[config.mk]
export PLATFORM = sky130hd
export DESIGN_NAME = tpld_color
export DESIGN_NICKNAME = d
export VERILOG_FILES = /design/src/hw/rtl/tpld_pkg.sv /design/src/hw/rtl/tpld_color.sv
export SDC_FILE = /design/constraint.sdc
export NUM_CORES = 1
export LEC_CHECK = 0
export BUFFER_PORTS_ARGS = -buffer_cell sky130_fd_sc_hd__clkbuf_2
export CAP_MARGIN = 20
export CELL_PAD_IN_SITES_DETAIL_PLACEMENT = 0
export CELL_PAD_IN_SITES_GLOBAL_PLACEMENT = 1
export CORE_MARGIN = 5
export CORE_UTILIZATION = 51
export DETAILED_ROUTE_END_ITERATION = 6
export HOLD_SLACK_MARGIN = 0.06
export PLACE_DENSITY = 0.85
export SLEW_MARGIN = 10
export SYNTH_ARGS = -nofsm -noshare
export SYNTH_HDL_FRONTEND = slang
export SYNTH_SLANG_ARGS = --single-unit
export TNS_END_PERCENT = 30
[constraint.sdc]
create_clock -name clk -period 8.8 [get_ports clk]
set_input_delay 0.44 -clock clk [delete_from_list [all_inputs] [get_ports clk]]
set_output_delay 0.44 -clock clk [all_outputs]
set_load 0.01 [all_outputs]
[src/hw/rtl/tpld_pkg.sv]
package tpld_pkg;

	localparam int RES_W       = 16;
	localparam int MODE_W      = 2;
	localparam int COLOR_W     = 8;
	localparam int PIXX_W      = 10;
	localparam int PIXY_W      = 16;
	localparam int PIX_W       = 3 * RES_W;
	localparam int CFG_IDX_W   = 1;
	localparam int CFG_DATA_W  = 16;
	localparam int CFG_W_W     = 11;
	localparam int CFG_H_W     = 16;
	localparam int WIDTH_LIMIT = 2 ** CFG_W_W - 1;

	localparam int DEF_MAX_WIDTH  = 1024;
	localparam int DEF_TILE_SIZE  = 8;
	localparam int DEF_STORE_ROWS = 16;

	localparam logic [CFG_IDX_W-1:0] REG_IMAGE_WIDTH  = 1'b0;
	localparam logic [CFG_IDX_W-1:0] REG_IMAGE_HEIGHT = 1'b1;

	localparam logic [CFG_W_W-1:0] WIDTH_RST  = 11'd1024;
	localparam logic [CFG_H_W-1:0] HEIGHT_RST = 16'd1024;

	localparam logic [MODE_W-1:0] MODE_MED  = 2'd0;
	localparam logic [MODE_W-1:0] MODE_AVG  = 2'd1;
	localparam logic [MODE_W-1:0] MODE_GRAD = 2'd2;
	localparam logic [MODE_W-1:0] MODE_LEFT = 2'd3;

	localparam logic [RES_W-1:0] LUMA_DEFAULT   = 16'd128;
	localparam logic [RES_W-1:0] CHROMA_DEFAULT = 16'd0;
	localparam logic [COLOR_W-1:0] COLOR_MAX    = 8'd255;

	// Per-pixel scan information handed from the sequencer to the datapath.
	typedef struct packed {
		logic [PIXY_W-1:0] y;
		logic              has_l;
		logic              has_t;
		logic              has_tl;
		logic              l_prev;
		logic              side_wr;
		logic              last;
	} scan_t;

	typedef struct packed {
		logic [PIXX_W-1:0] pixel_x;
		logic [PIXY_W-1:0] pixel_y;
		logic              last_pixel;
	} pix_meta_t;

endpackage

[src/hw/rtl/tpld_color.sv]
module tpld_color import tpld_pkg::*; (
	input  logic               clk,
	input  logic               en_s2,
	input  logic               en_s3,
	input  logic [PIX_W-1:0]   ycc,
	output logic [COLOR_W-1:0] red,
	output logic [COLOR_W-1:0] green,
	output logic [COLOR_W-1:0] blue
);

	localparam int VW = RES_W + 3;
	localparam logic signed [VW-1:0] CLAMP_HI = VW'(COLOR_MAX);

	logic signed [RES_W-1:0]   y_s2;
	logic signed [RES_W-1:0]   cg_s2;
	logic signed [RES_W-1:0]   co_s2;
	logic signed [RES_W:0]     t_s3;
	logic signed [RES_W-1:0]   cg_s3;
	logic signed [RES_W-1:0]   co_s3;
	logic signed [RES_W:0]     t_c;
	logic signed [RES_W+1:0]   g_c;
	logic signed [RES_W+1:0]   b_c;
	logic signed [VW-1:0]      r_c;

	function automatic logic [COLOR_W-1:0] clamp8(input logic signed [VW-1:0] v);
		logic [COLOR_W-1:0] c;
		if (v < 0) begin
			c = '0;
		end else if (v > CLAMP_HI) begin
			c = COLOR_MAX;
		end else begin
			c = v[COLOR_W-1:0];
		end
		return c;
	endfunction

	always_ff @(posedge clk) begin
		if (en_s2) begin
			y_s2  <= $signed(ycc[RES_W-1:0]);
			cg_s2 <= $signed(ycc[2*RES_W-1:RES_W]);
			co_s2 <= $signed(ycc[3*RES_W-1:2*RES_W]);
		end
		if (en_s3) begin
			t_s3  <= t_c;
			cg_s3 <= cg_s2;
			co_s3 <= co_s2;
		end
	end

	// Inverse YCgCo-R; arithmetic shifts give the floor halving.
	always_comb begin
		t_c = (RES_W+1)'(y_s2) - (RES_W+1)'(cg_s2 >>> 1);
		g_c = (RES_W+2)'(cg_s3) + (RES_W+2)'(t_s3);
		b_c = (RES_W+2)'(t_s3) - (RES_W+2)'(co_s3 >>> 1);
		r_c = VW'(b_c) + VW'(co_s3);
	end

	assign red   = clamp8(r_c);
	assign green = clamp8(VW'(g_c));
	assign blue  = clamp8(VW'(b_c));

endmodule
==> results.yml <==
grt:
  grt_max_degree: 50
  grt_pass1_vias: 4886
  grt_pass1_wl_mm: 22.3
  grtUsageMet1_pct: 23.1
  grt_antenna_before_repair: 0
  use_met3_pct: 2.68
  gr-total-overflow: 0
  busiest_layer: "met2"
  grt_util_all_layers_pct: 18.4
  gr-usage-met2_pct: 32.3
synthesis:
  postSynthAreaPerCell_um2: 10.4
  ys_seq_area_share_pct: 44.0
  ys_warn_count: 0
  ys.flop_type: "edfxtp_1"
  synth_edf_count: 97
  ys_ff_latch: 97
  yosysUniqueCellTypes: 63
  synthesis.instances: 638
  synth_nets: 761
  async_flop_share_pct: 0
  synth.cell_area_um2: 6620
power:
  power_mw: 1.85
  p_leak_nw: 3.15
  ir_drop_v: 0.000245
  power.density_nw_per_um2: 246
min_path:
  hp-class: "input pin to flop"
  min_to: "co_s2[15]"
  min_path_cells: 1
  hold_start: "ycc[47]"
setup_path:
  cp_max_fo: 8
  timing.rr.end: "t_s3[14]"
  required_ns: 8.36
  end_kind: "output pin"
  slowest_delay_ns: 0.77
  r2r-start: "cg_s2[1]"
  rrSetupSlack_ns: 5.75
  path_cells: "inv_1 > ha_1 > inv_1 > fa_1 > a211oi_2 > o21ai_2 > a221oi_2 > a21oi_1 > o311ai_0 > ha_1 > nor2b_1 > or4_1 > o31ai_1 > o21bai_1 > a21oi_1 > nand4_1 > o21a_1 > clkbuf_2"
  worst-r2r-cell-count: 9
  worstPathArrival_ns: 5.22
  startpoint_type: "flop"
  cpMaxStageDelayCell: "o311ai_0"
  crit_type: "flop to output pin"
finish:
  seq_area_um2: 2910
  num-fill-cells: 1111
  diodes: 0
  drive_gt1_share_pct: 15.1
  nets: 841
  multi_input_area_um2: 3460
  area_growth_pct: 13.5
detailed_routing:
  antenna_left: 0
  first_pass_iters: 4
  wl_mm: 13.6
  drc: 0
  via_count: 5006
  vias_per_cell: 5.59
  drt_iter0_drc: 295
  wl_per_cell_um: 15.2
clock_network:
  worstSkewPairLatency_ns: 0.34
  cts_root_buf: "clkbuf_16"
  cts_tree: "yes"
  clk_pin_slew_worst_paths_ns: 0.07
  holdBufCountCts: 0
  cts_setup_buffers: 0
  clock_path_buffers: 2
  clock_sinks: 97
  cts_resized: 0
  cts_made_buffers: 9
  ctsHtreeMaxLevel: 3
floorplanning:
  die_w_um: 124
  die_h_um: 124
  initial_utilization_pct: 52.3
  dieArea_um2: 15400
  io_pins: 75
  core_area_um2: 12700
  num_rows: 41
placed_design:
  port_buffers: 74
  place_congestion: 0.836
  hpwl_mm: 10.8
timing:
  min_period_ns: 5.66
  hold_viol: 0
  slew_headroom_pct: 42.5
  rsz0062_at_grt: "no"
  post-route-period-util_pct: 64.3
  tns_ns: 0
  setup_viol: 0
  tightest_slew_ns: 0.851
  finalMaxSlewViolations: 0
  max_freq_mhz: 177
  clock_skew_ns: 0.00787
flow_run:
  drv_cap: 0
run_status:
  outcome: "finished, final reports clean"
cell usage in the layout, fill, tap and decap left out, drive strengths merged, types with 6 or more instances in the layout:
cell    count
xnor2      19
a21boi      7
clkbuf     82
xor2       13
nand2      30
o21ai      33
nor2b      14
o211ai      6
inv        62
or3         7
nand3      15
ha         68
a21oi      63
nor2       48
nor3       14
a21o       10
and3        6
a211oi      7
o21a       17
edfxtp     97
state kept, by name (all words and copies together), names as in the netlist:
register	flops
cg_s2	16
y_s2	16
co_s2	16
co_s3	16
t_s3	17
cg_s3	16
cells by family (layout without fill, tap and decap cells):
group / Yosys count / count (layout) / share of synthesized area [%]
flip-flops: 97 / 97 / 44.0
multiplexers: 5 / 5 / 0.756
buffers and inverters: 68 / 153 / 3.85
AND/OR/NAND/NOR: 172 / 172 / 13.8
AO/OA/AOI/OAI: 192 / 192 / 19.3
adder cells (fa/ha/maj): 72 / 72 / 14.1
XOR/XNOR: 32 / 32 / 4.23
how the worst max path moves through the flow:
stage	startpoint	endpoint	slack, ns	cells after the start
finish	t_s3[0]	red[2]	3.14	18
global route	t_s3[0]	red[2]	2.65	18
CTS	t_s3[0]	red[2]	3.08	18
detailed placement	t_s3[0]	red[2]	3.46	18
global placement	t_s3[0]	red[0]	3.64	19
floorplan	t_s3[0]	red[2]	4.10	18
report_power, final:
part	switching, mW	internal [mW]
sequential	0.0262	0.563
combinational	0.501	0.377
clock	0.161	0.219
routing by layer:
layer | share of wire, % | vias to the layer above
met3 | 2.9 | 24
met1 | 45 | 2342
met5 | 0 | -
met4 | 2.3 | 0
li1 | - | 2554
met2 | 50 | 86
through the flow:
stage / area [um2] / util (%) / hold WS (ns) / worst slack (ns) / instances
after floorplan: 6620 / - / 0.400 / 4.10 / 638
after global placement: 7180 / 56.7 / 0.402 / 3.64 / 877
after detailed placement: 7180 / 56.7 / 0.405 / 3.46 / 877
after CTS: 7480 / 59.0 / 0.250 / 3.08 / 893
after global routing: 7520 / 59.3 / 0.260 / 2.65 / 895
final: 7520 / 59.3 / 0.266 / 3.14 / 895
critical path: cells and delay by family, from the launching register on:
kind                       cells  cell delay, ns
buffers and inverters          3            0.27
AOI/OAI and AO/OA              9            2.37
DFF                            1            0.40
and+or+nand+nor                3            0.86
adders and majority gates      3            1.00
cell type report:
cell class	instances	share of cell area [%]
Clock inverter	7	0.932
Sequential cell	97	38.7
Timing Repair Buffer	76	5.46
Clock buffer	9	3.00
Multi-Input combinational cell	473	46.0
Inverter	61	3.05
Tap cell	172	2.86
cell usage after synthesis, types with 6 or more instances:
cell type   n  area [um2]
xor2_1     13         114
a211oi_1    6        45.0
nand3_1    15        75.1
and3_1      6        37.5
xnor2_1    19         166
nor2b_1    14        87.6
nand2_1    30         113
ha_1       68         851
inv_1      61         229
edfxtp_1   97        2910
o21ai_0    30         150
clkbuf_1    7        26.3
a21oi_1    63         315
a21o_1      9        67.6
nor2_1     48         180
o211ai_1    6        45.0
or3_1       7        43.8
a21boi_0    7        52.6
o21a_1     17         128
nor3_1     13        65.1
Note: power is estimated with default switching activity, not from simulation.
